<file path="config.mk">
export PLATFORM = sky130hd
export DESIGN_NAME = gemtc_cfg_regs
export DESIGN_NICKNAME = d
export VERILOG_FILES = /design/src/design/gemtc_pkg.sv /design/src/design/gemtc_cfg_regs.sv
export SDC_FILE = /design/constraint.sdc
export NUM_CORES = 1
export LEC_CHECK = 0
export BUFFER_PORTS_ARGS = -buffer_cell sky130_fd_sc_hd__clkbuf_2
export CORE_MARGIN = 2
export CORE_UTILIZATION = 35
export CTS_BUF_LIST = sky130_fd_sc_hd__clkbuf_4
export CTS_CLUSTER_DIAMETER = 100
export DETAILED_ROUTE_END_ITERATION = 10
export PLACE_DENSITY = 0.64
export SYNTH_ARGS = -nofsm -noshare
export SYNTH_HDL_FRONTEND = slang
export SYNTH_SLANG_ARGS = --single-unit
</file>
<file path="constraint.sdc">
create_clock -name clk -period 1.54 [get_ports clk]
set_input_delay 0.077 -clock clk [delete_from_list [all_inputs] [get_ports clk]]
set_output_delay 0.077 -clock clk [all_outputs]
set_load 0.02 [all_outputs]
</file>
<file path="src/design/gemtc_pkg.sv">
`default_nettype none
// ----------------------------------------------------------------------------
// gemtc_pkg
// Shared types and constants for the gated EMA trend classifier.
// ----------------------------------------------------------------------------
package gemtc_pkg;

    localparam int unsigned DATA_W  = 24;   // Q8.16 pressure
    localparam int unsigned BETA_W  = 16;   // Q0.16 weight
    localparam int unsigned FC_W    = 3;
    localparam int unsigned CFG_IDX_W  = 3;
    localparam int unsigned CFG_DATA_W = 24;

    // Q1.16 "one" of the weight (1.00 - beta)
    localparam logic [BETA_W:0] ONE_Q16 = 17'h10000;

    // configuration register indexes
    localparam logic [CFG_IDX_W-1:0] REG_RANGE_LOW       = 3'd0;
    localparam logic [CFG_IDX_W-1:0] REG_RANGE_HIGH      = 3'd1;
    localparam logic [CFG_IDX_W-1:0] REG_UPPER_THRESHOLD = 3'd2;
    localparam logic [CFG_IDX_W-1:0] REG_LOWER_THRESHOLD = 3'd3;
    localparam logic [CFG_IDX_W-1:0] REG_BETA            = 3'd4;

    // reset values
    localparam logic [DATA_W-1:0] RANGE_LOW_RST       = 24'd1683620;
    localparam logic [DATA_W-1:0] RANGE_HIGH_RST      = 24'd2101084;
    localparam logic [DATA_W-1:0] UPPER_THRESHOLD_RST = 24'd1979187;
    localparam logic [DATA_W-1:0] LOWER_THRESHOLD_RST = 24'd1952973;
    localparam logic [BETA_W-1:0] BETA_RST            = 16'd32768;

    typedef enum logic [FC_W-1:0] {
        FC_INVALID      = 3'd0,
        FC_RESTART      = 3'd1,
        FC_FAIR         = 3'd2,
        FC_CLOUDY       = 3'd3,
        FC_CLEARING     = 3'd4,
        FC_STORM        = 3'd5,
        FC_NO_CHANGE    = 3'd6,
        FC_PRECIP_LIKELY = 3'd7
    } forecast_t;

    typedef struct packed {
        logic [DATA_W-1:0] range_low;
        logic [DATA_W-1:0] range_high;
        logic [DATA_W-1:0] upper_threshold;
        logic [DATA_W-1:0] lower_threshold;
        logic [BETA_W-1:0] beta;
    } cfg_t;

    typedef struct packed {
        logic              sample_valid;
        logic [DATA_W-1:0] filtered;
        forecast_t         forecast;
    } result_t;

    // filter state carried from one word to the next
    typedef struct packed {
        logic [DATA_W-1:0] prev_filtered;
        logic              in_run;
    } trend_state_t;

endpackage : gemtc_pkg
`default_nettype wire

</file>
<file path="src/design/gemtc_cfg_regs.sv">
`default_nettype none
// ----------------------------------------------------------------------------
// gemtc_cfg_regs
// Write-only configuration register file.
// ----------------------------------------------------------------------------
module gemtc_cfg_regs
    import gemtc_pkg::*;
(
    input  wire logic                  clk,
    input  wire logic                  rst_n,
    input  wire logic                  cfg_we,
    input  wire logic [CFG_IDX_W-1:0]  cfg_index,
    input  wire logic [CFG_DATA_W-1:0] cfg_data,
    output cfg_t                       cfg
);

    cfg_t cfg_reg;

    always_ff @(posedge clk or negedge rst_n)
    begin
        if (!rst_n)
        begin
            cfg_reg.range_low       <= RANGE_LOW_RST;
            cfg_reg.range_high      <= RANGE_HIGH_RST;
            cfg_reg.upper_threshold <= UPPER_THRESHOLD_RST;
            cfg_reg.lower_threshold <= LOWER_THRESHOLD_RST;
            cfg_reg.beta            <= BETA_RST;
        end
        else if (cfg_we)
        begin
            unique case (cfg_index)
                REG_RANGE_LOW:       cfg_reg.range_low       <= cfg_data[DATA_W-1:0];
                REG_RANGE_HIGH:      cfg_reg.range_high      <= cfg_data[DATA_W-1:0];
                REG_UPPER_THRESHOLD: cfg_reg.upper_threshold <= cfg_data[DATA_W-1:0];
                REG_LOWER_THRESHOLD: cfg_reg.lower_threshold <= cfg_data[DATA_W-1:0];
                REG_BETA:            cfg_reg.beta            <= cfg_data[BETA_W-1:0];
                default:             ;  // unmapped index, ignored
            endcase
        end
    end

    assign cfg = cfg_reg;

endmodule : gemtc_cfg_regs
`default_nettype wire

</file>
# Yosys cells after proc, flatten, opt, wreduce, memory -nomap -nowiden
# Cells that the tools add are included.
[word_totals]
reg_bits = 112
latch_bits = 0
ramBits = 0
mem_bits_ro = 0
in_bits = 30
output_inout_bits = 112
word_cells = 15
n_memories = 0
[classes]
addsub = 0
mul = 0
n_div = 0
n_lt_le_gt_ge = 0
eq_ne = 4
shift = 0
mux = 0
bitwise = 0
n_reduce_logical = 6
[op_table]
columns = ["op", "n"]
rows = [
  ["$reduce_and A2 Y1", 5],
  ["$eq A3 B2 Y1 const B", 2],
  ["$eq A3 B1 Y1 const B", 1],
  ["$eq A3 B3 Y1 const B", 1],
  ["$logic_not A3 Y1", 1],
]

# Depth between registers and ports, before layout
# Gate-level depths: netlist of run 1.
[depth]
depth_word = 2
ltp_mapped = 4
depth_no_buf = 2

# Worst setup path before layout of run 1
# No wires, ideal clock.
[synth_path]
path_kind = "input-to-reg"
startpoint = "input port cfg_index[0]"
endpoint = "register cfg_reg, in the netlist cfg[94]"
setup_time_ns = 0.125
t_arrival_ns = 1.019
t_required_ns = 1.415
slack_ns = 0.396
stages = 3
n_path_buf = 1
path_cell_list = "nor4b_4 -> buf_6 -> mux2_2"
[synth_via]
elab_chain_cells = 2
[synth_lines]
columns = ["item", "line_no", "text"]
rows = [
  ["from (decl)", "gemtc_cfg_regs.sv:12", "input wire logic [CFG_IDX_W-1:0] cfg_index,"],
  ["$logic_not A3 Y1", "gemtc_cfg_regs.sv:31", "unique case (cfg_index)"],
  ["$reduce_and A2 Y1 (no source line)", "n/a", ""],
  ["to (decl)", "gemtc_cfg_regs.sv:17", "cfg_t cfg_reg;"],
]
# Every way passes these cells.
# A chain may end at the register's enable or synchronous reset.

# Final worst setup path of run 1
[layout_path]
startpoint = "register cfg_reg, in the netlist cfg[41]"
endpoint = "output port cfg[41] (netlist bit)"
[layout_lines]
columns = ["item", "line_no", "text"]
rows = [
  ["to (decl)", "gemtc_cfg_regs.sv:14", "output cfg_t cfg"],
]
# No word-level cell between the ends.

==> impl_metrics.yaml, run 1 <==
routing:
  vias: 2646
  drcViolationCount: 0
  viasPerCell: 4.500
  post_drt_wl_per_cell_um: 16.33
  ant_nets: 0
  drt_iter0_markers: 88
  firstDrtPassIters: 4
  wl_um: 9601
floorplanning:
  dieArea_um2: 13290
  dieHeight_um: 115.3
  die_x_um: 115.3
  ioPinCount: 142
  initial_core_util: 0.3593
  core_um2: 12060
  placementRows: 40
timing:
  slew_headroom: 0.7976
  finalCritPeriodShare: 0.8160
  fin_setup_tns_ps: 0
  setup_viol: 0
  finalCriticalPeriod_ps: 1257
  finalMaxSlewViolations: 0
  grt_setup_unrepaired: "no"
  finalHoldViolCount: 0
  worst_slew_pin_slew_ps: 303.6
  max_freq_mhz: 795.8
  skew_ps: 0
placement:
  detailed_place_hpwl_um: 6717
  gp_congestion: 0.7131
  io_buffer_count: 141
synth:
  syn_area_per_cell_um2: 17.98
  synthesis.nets: 271
  synth_top_area_frac: 0.3926
  yosysSeqAreaShare: 0.6594
  synth_cell_types: 11
  ys_ff_latch: 112
  yosys-top-cells-area: "dfrtp_1 (39%), dfstp_2 (27%), mux2_2 (25%)"
  synth_cells: 241
  syn_area_um2: 4334
  synth_warnings: 0
  synth_top_area_cell: "dfrtp_1"
clock_tree:
  cts_tree: "done"
  clock_latency_ps: 420
  cts-buffers-inserted: 9
  htree_levels: 3
  clock-root-buffer: "clkbuf_4"
  cts.sinks: 112
  clk_pin_slew_worst_paths_ps: 170
  clk_path_buf_depth: 2
global_route:
  grt_pass1_wl_um: 15150
  grt_max_degree: 53
  antenna_found_initial: 1
  globalRouteOverflowTotal: 0
  grt_pass1_vias: 2788
  track_usage: 0.1504
power_and_ir_drop:
  power_density_nw_per_um2: 1411
  leakage_nw: 2.637
  peakVddDrop_mv: 0.5963
  power_mw: 8.029
critical_path:
  slowest_delay_ps: 570
  path_buf_inv: 1
  crit_chain: "clkbuf_2"
  reg2reg_slack_ps: 740
  cp_slowest_cell: "dfstp_2"
  worst_setup_path_start_kind: "flop"
  crit_fanout: 2
  arrival_ps: 1180
  crit_family: "flip-flops"
  cp.required_ps: 1460
  cp-end-kind: "output pin"
  critPathKind: "reg2out"
final_layout:
  fin_nets: 444
  area_growth_pct: 31.29
  n_fill_cell: 1100
  drive_gt1_frac: 0.7589
  largest_reg_flops: 112
min_path:
  hold_path_class: "in2async"
job:
  cap_violations: 0
outcome:
  run_status: "finished, final reports clean"
==> cells in the mapped netlist <==
master,count
buf_6,7
nor4bb_1,1
nand4b_2,1
and4bb_1,2
mux2_2,96
nor4b_4,1
dfrtp_1,68
buf_2,5
dfstp_2,44
mux2_1,6
mux2_4,10
==> power breakdown <==
part	internal (mW)	leakage, nW	switching, mW
clock network	0.587	0.0801	0.857
logic	1.03	1.28	1.44
registers	3.77	1.28	0.346
total	5.38	2.64	2.65
==> per-stage QoR <==
step                  util  setup slack, ps  area (µm²)  hold WS, ps  std cells
global placement    0.4393            271.2        5299       -19.87        546
detailed placement  0.4393            212.6        5299       -7.076        546
global route        0.4718            198.4        5690        30.32        588
finish              0.4718            283.3        5690        53.37        588
CTS                 0.4716            240.4        5688        13.97        587
floorplan                -            396.3        4334       -218.6        241
==> path summary, 6_finish.rpt <==
check	start	depth (start not counted)	endpoint
worst max-delay path	cfg[41]	1	cfg[41]
worst min-delay path	rst_n	2	cfg[84]
worst max register to register	cfg[43]	1	cfg[43]
worst min register to register	cfg[86]	1	cfg[86]
max in group asynchronous	rst_n	3	cfg[95]
min in group clk	cfg_index[2]	4	cfg[90]
==> timing repair <==
action / CTS / global route
resized for setup: 0 / 0
endpoints found under the hold margin: 187 / 0
hold buffers: 25 / 0
setup buffers: 0 / 0
==> cell usage in the layout, fill, tap and decap left out <==
cell type and count:
clkbuf_2 140, mux2_2 96, dfrtp_1 68, dfstp_2 44, dlygate4sd3_1 25, clkbuf_4 14
mux2_4 10, mux2_1 6, buf_12 6, buf_4 3, diode_2 1, nor4b_4 1
and4bb_1 1, and4bb_2 1, nand4b_2 1, nor4bb_4 1, bufinv_16 1, clkinv_1 1
==> kinds of logic after synthesis <==
logic type    Yosys count  share of synthesized area
buf+inv                12                    0.02396
flops                 112                     0.6594
mux                   112                     0.2997
simple gates            5                    0.01703
==> routing by layer <==
| metal | global-route usage | part of all wire |
|---|---|---|
| met1 | 0.1930 | 0.43 |
| met2 | 0.2510 | 0.52 |
| met5 | 0 | 0 |
| met3 | 0.03268 | 0.038 |
| met4 | 0.05542 | 0.018 |
==> layout make-up <==
type / count / area [µm²] / area share
sequential: 112 / 2858 / 0.5022
multi-input combinational: 117 / 1388 / 0.2438
timing repair buffer: 174 / 1094 / 0.1922
tap: 168 / 210.2 / 0.03694
clock buffer: 14 / 105.1 / 0.01847
clock inverter: 2 / 33.78 / 0.005937
antenna: 1 / 2.502 / 0.0004398
No activity file was read; power rests on OpenSTA's default activity.
==> run 2: changes to the inputs <==
==> constraint.sdc (replaced) <==
create_clock -name clk -period 1.3 [get_ports clk]
set_input_delay 0.065 -clock clk [delete_from_list [all_inputs] [get_ports clk]]
set_output_delay 0.065 -clock clk [all_outputs]
set_load 0.02 [all_outputs]
==> impl_metrics.yaml, run 2 (synthesis results as in run 1) <==
timing:
  grt_setup_unrepaired: "yes"
  finalHoldViolCount: 0
  fin_ws_ps: 69.70
  finalCritPeriodShare: 0.9464
  worst_slew_pin_slew_ps: 683.2
  finalCriticalPeriod_ps: 1230
  slew_headroom: 0.5445
  max_freq_mhz: 812.8
  skew_ps: 0
  whs_ps: 170.8
  setup_viol: 0
  finalMaxSlewViolations: 0
  fin_setup_tns_ps: 0
critical_path:
  rr_worst_depth: 2
  rr_startpoint: "cfg[60]"
  crit_chain: "buf_2"
  cp_num_cells: 1
  critPathKind: "reg2out"
  cp_slowest_cell: "dfstp_2"
  critPathLaunch: "cfg[67]"
  reg2reg_slack_ps: 450
  r2r_end: "cfg[60]"
  endpoint: "cfg[67]"
  slowest_delay_ps: 550
  cp.required_ps: 1240
  crit_family: "flip-flops"
  worst_setup_path_start_kind: "flop"
  path_buf_inv: 1
  cp-end-kind: "output pin"
  arrival_ps: 1170
  crit_fanout: 2
clock_tree:
  htree_levels: 3
  cts.sinks: 112
  clk_path_buf_depth: 2
  cts_tree: "done"
  cts-buffers-inserted: 9
  clk_pin_slew_worst_paths_ps: 150
  clock_latency_ps: 460
  clock-root-buffer: "clkbuf_4"
global_route:
  grt_max_degree: 54
  track_usage: 0.1535
  globalRouteOverflowTotal: 0
  antenna_found_initial: 1
  grt_pass1_vias: 2758
  grt_pass1_wl_um: 15100
final_layout:
  multi_input_area_um2: 1388
  n_fill_cell: 1061
  largest_reg_flops: 112
  fin_nets: 448
  drive_gt1_frac: 0.7607
  final_cell_mix: "mux2_2 (96), clkbuf_2 (96), dfrtp_1 (68), dfstp_2 (44), buf_4 (34)"
  seqCellArea_um2: 2858
  utilization: 0.4860
  area_growth_pct: 35.25
power_and_ir_drop:
  leakage_nw: 2.700
  peakVddDrop_mv: 0.5818
  power_density_nw_per_um2: 1636
  power_mw: 9.589
floorplanning:
  placementRows: 40
  dieArea_um2: 13290
  core_um2: 12060
  die_x_um: 115.3
  ioPinCount: 142
  dieHeight_um: 115.3
  initial_core_util: 0.3593
routing:
  wl_met1_um: 4096
  ant_nets: 0
  highest_layer: "met4"
  post_drt_wl_per_cell_um: 16.76
  wl_um: 9905
  route.met3.wl_um: 376
  drcViolationCount: 0
  viasPerCell: 4.541
  vias: 2684
  wl_met2_um: 5255
  drt_iter0_markers: 132
  firstDrtPassIters: 2
min_path:
  hold_path_class: "in2async"
placement:
  io_buffer_count: 141
  detailed_place_hpwl_um: 6794
  dp_slack_ps: 11.43
  gp_congestion: 0.7016
job:
  cap_violations: 0
outcome:
  run_status: "finished, final reports clean"
## run 2: cell count changes in the layout (fill, tap and decap cells not counted)
cell / delta
buf_12: +1
buf_2: +4
buf_4: +31
buf_6: +8
buf_8: +3
bufinv_16: -1
clkbuf_2: -44
clkinv_1: -1
clkinv_2: +1
dlymetal6s4s_1: +1
## run 2: how the worst min path moves through the flow
stage	startpoint	cells past startpoint	end
2_1_floorplan	rst_n	0	cfg[0]
3_3_place_gp	rst_n	1	cfg[17]
3_5_place_dp	rst_n	1	cfg[17]
4_1_cts	rst_n	2	cfg[34]
5_1_grt	rst_n	2	cfg[41]
6_report	rst_n	2	cfg[57]
## run 2: final cells by class
type                            instances  share of cell area
Sequential cell                       112              0.4875
Clock inverter                          1           0.0008538
Multi-Input combinational cell        117              0.2367
Clock buffer                           14             0.01793
Antenna cell                            1           0.0004269
Timing Repair Buffer                  178              0.2207
Tap cell                              168             0.03586
## run 2: stage by stage
step                std cells  cell area, µm²
finish                    591            5862
global route              591            5862
CTS                       588            5728
detailed placement        547            5319
global placement          547            5319
floorplan                 241            4334
## run 2: timing repair
action | in CTS | in global routing
gates resized for setup | 11 | 87
hold buffers | 26 | 0
setup buffers | 0 | 2
hold endpoints to repair | 187 | 0
endpoints found under the setup margin | 8 | 57
cloned | 0 | 0
## run 2: metal layers
layer  up-vias  GRT usage
met4         0    0.06265
li1       1212          -
met3        12    0.04112
met1      1397     0.1893
met2        63     0.2565
met5         -          0
## run 2: power by group
| part | switching, mW | internal [mW] |
|---|---|---|
| Clock | 1.02 | 0.493 |
| Combinational | 1.72 | 1.46 |
| Sequential | 0.429 | 4.47 |
==> run 3: changes to the inputs <==
--- a/config.mk
+++ b/config.mk
@@ -7,11 +7,12 @@
 export LEC_CHECK = 0
 export BUFFER_PORTS_ARGS = -buffer_cell sky130_fd_sc_hd__clkbuf_2
 export CORE_MARGIN = 2
-export CORE_UTILIZATION = 35
+export CORE_UTILIZATION = 52
 export CTS_BUF_LIST = sky130_fd_sc_hd__clkbuf_4
 export CTS_CLUSTER_DIAMETER = 100
+export CTS_CLUSTER_SIZE = 8
 export DETAILED_ROUTE_END_ITERATION = 10
-export PLACE_DENSITY = 0.64
+export PLACE_DENSITY = 0.87
 export SYNTH_ARGS = -nofsm -noshare
 export SYNTH_HDL_FRONTEND = slang
 export SYNTH_SLANG_ARGS = --single-unit
==> impl_metrics.yaml, run 3 (synthesis results as in run 1) <==
outcome:
  run_status: "finished, final reports clean"
power_and_ir_drop:
  comb_power_share: 0.321
  p_sw_mw: 3.266
  clockPowerShare: 0.162
  seq_power_share: 0.517
  leakage_nw: 2.662
  power_mw: 9.467
  intPower_mw: 6.201
  power_density_nw_per_um2: 1665
  peakVddDrop_mv: 0.8877
  switching_share: 0.3450
critical_path:
  reg2reg_slack_ps: 450
  rr_worst_depth: 2
  cp.required_ps: 1240
  worst_setup_path_start_kind: "flop"
  cp_slowest_cell: "dfstp_2"
  cp-end-kind: "output pin"
  crit_chain: "clkbuf_2"
  path_buf_inv: 1
  rr_startpoint: "cfg[60]"
  critPathKind: "reg2out"
  crit_fanout: 2
  slowest_delay_ps: 580
  crit_family: "flip-flops"
  arrival_ps: 1180
  r2r_end: "cfg[60]"
placement:
  detailed_place_hpwl_um: 6594
  gp_congestion: 0.7687
  dp_slack_ps: -8.058
  io_buffer_count: 141
routing:
  vias: 2720
  drcViolationCount: 0
  post_drt_wl_per_cell_um: 18.56
  ant_nets: 0
  drt_iter0_markers: 55
  firstDrtPassIters: 4
  viasPerCell: 5.152
  wl_um: 9801
floorplanning:
  die_x_um: 95.30
  initial_core_util: 0.5328
  dieHeight_um: 95.30
  ioPinCount: 142
  placementRows: 33
  core_um2: 8134
  dieArea_um2: 9081
global_route:
  grt_pass1_vias: 2840
  grt_max_degree: 54
  grt_pass1_wl_um: 15100
  track_usage: 0.2250
  antenna_found_initial: 0
  globalRouteOverflowTotal: 0
final_layout:
  fin_nets: 448
  utilization: 0.6991
  largest_reg_flops: 112
  num_antenna_cells: 0
  layout_commonest_cell: "clkbuf_2"
  final_cell_mix: "clkbuf_2 (116), mux2_2 (96), dfrtp_1 (68), dfstp_2 (44), dlygate4sd3_1 (26)"
  area_growth_pct: 31.21
  drive_gt1_frac: 0.7589
  n_fill_cell: 556
clock_tree:
  cts.sinks: 112
  clock-root-buffer: "clkbuf_4"
  clk_path_buf_depth: 2
  cts-buffers-inserted: 9
  htree_levels: 3
  cts_tree: "done"
  clock_latency_ps: 420
  clk_pin_slew_worst_paths_ps: 170
timing:
  finalMaxSlewViolations: 0
  skew_ps: 0
  slew_headroom: 0.7706
  setup_viol: 0
  finalCriticalPeriod_ps: 1250
  max_freq_mhz: 800.1
  fin_ws_ps: 50.18
  finalHoldViolCount: 0
  worst_slew_pin_slew_ps: 343.0
  finalCritPeriodShare: 0.9614
min_path:
  hold_path_class: "in2async"
job:
  cap_violations: 0
run 3: area by class of cell:
class,instances,area [µm²],share of cell area
Clock buffer,10,75.07,0.01320
Clock inverter,6,43.79,0.007701
Multi-Input combinational cell,117,1388,0.2440
Tap cell,105,131.4,0.02310
Sequential cell,112,2858,0.5025
Timing Repair Buffer,178,1191,0.2095
run 3: per-layer routing:
layer,track usage,vias to the layer above,routed length (µm)
met4,0.1014,0,249
met1,0.2885,1408,4038
met5,0,-,0
li1,-,1215,-
met3,0.03953,19,367
met2,0.3750,78,5144
run 3: worst max path at each step:
| stage | to | start | cells after the start |
|---|---|---|---|
| final | cfg[58] | cfg[58] | 1 |
| after global routing | cfg[72] | cfg[72] | 1 |
| after CTS | cfg[57] | cfg[57] | 1 |
| after detailed placement | cfg[105] | cfg_index[0] | 4 |
| after global placement | cfg[76] | cfg_index[1] | 4 |
| after floorplan | cfg[94] | cfg_index[0] | 3 |
run 3: timing repair:
action / CTS / global route
hold buffers: 26 / 0
resized for setup: 0 / 41
buffers inserted: 0 / 2
endpoints found under the hold margin: 224 / 0
setup endpoints to repair: 0 / 24
run 3: stage by stage:
step / instances / TNS, ps / hold slack [ps] / instance area (µm²)
2_1_floorplan: 241 / 0 / -230.6 / 4334
3_5_place_dp: 484 / -17.30 / -78.56 / 5253
5_1_grt: 528 / -1.850 / 104.4 / 5687
6_report: 528 / 0 / 135.6 / 5687
4_1_cts: 526 / 0 / 103.7 / 5632
3_3_place_gp: 484 / 0 / -81.87 / 5253
run 3: power groups by stage:
stage	combinational, mW	clock (mW)	sequential (mW)
2_1_floorplan	0.773	0	5.89
3_3_place_gp	2.83	0	4.91
3_5_place_dp	2.91	0	4.96
4_1_cts	2.98	1.60	4.89
5_1_grt	3.22	1.75	4.99
6_report	3.04	1.53	4.90
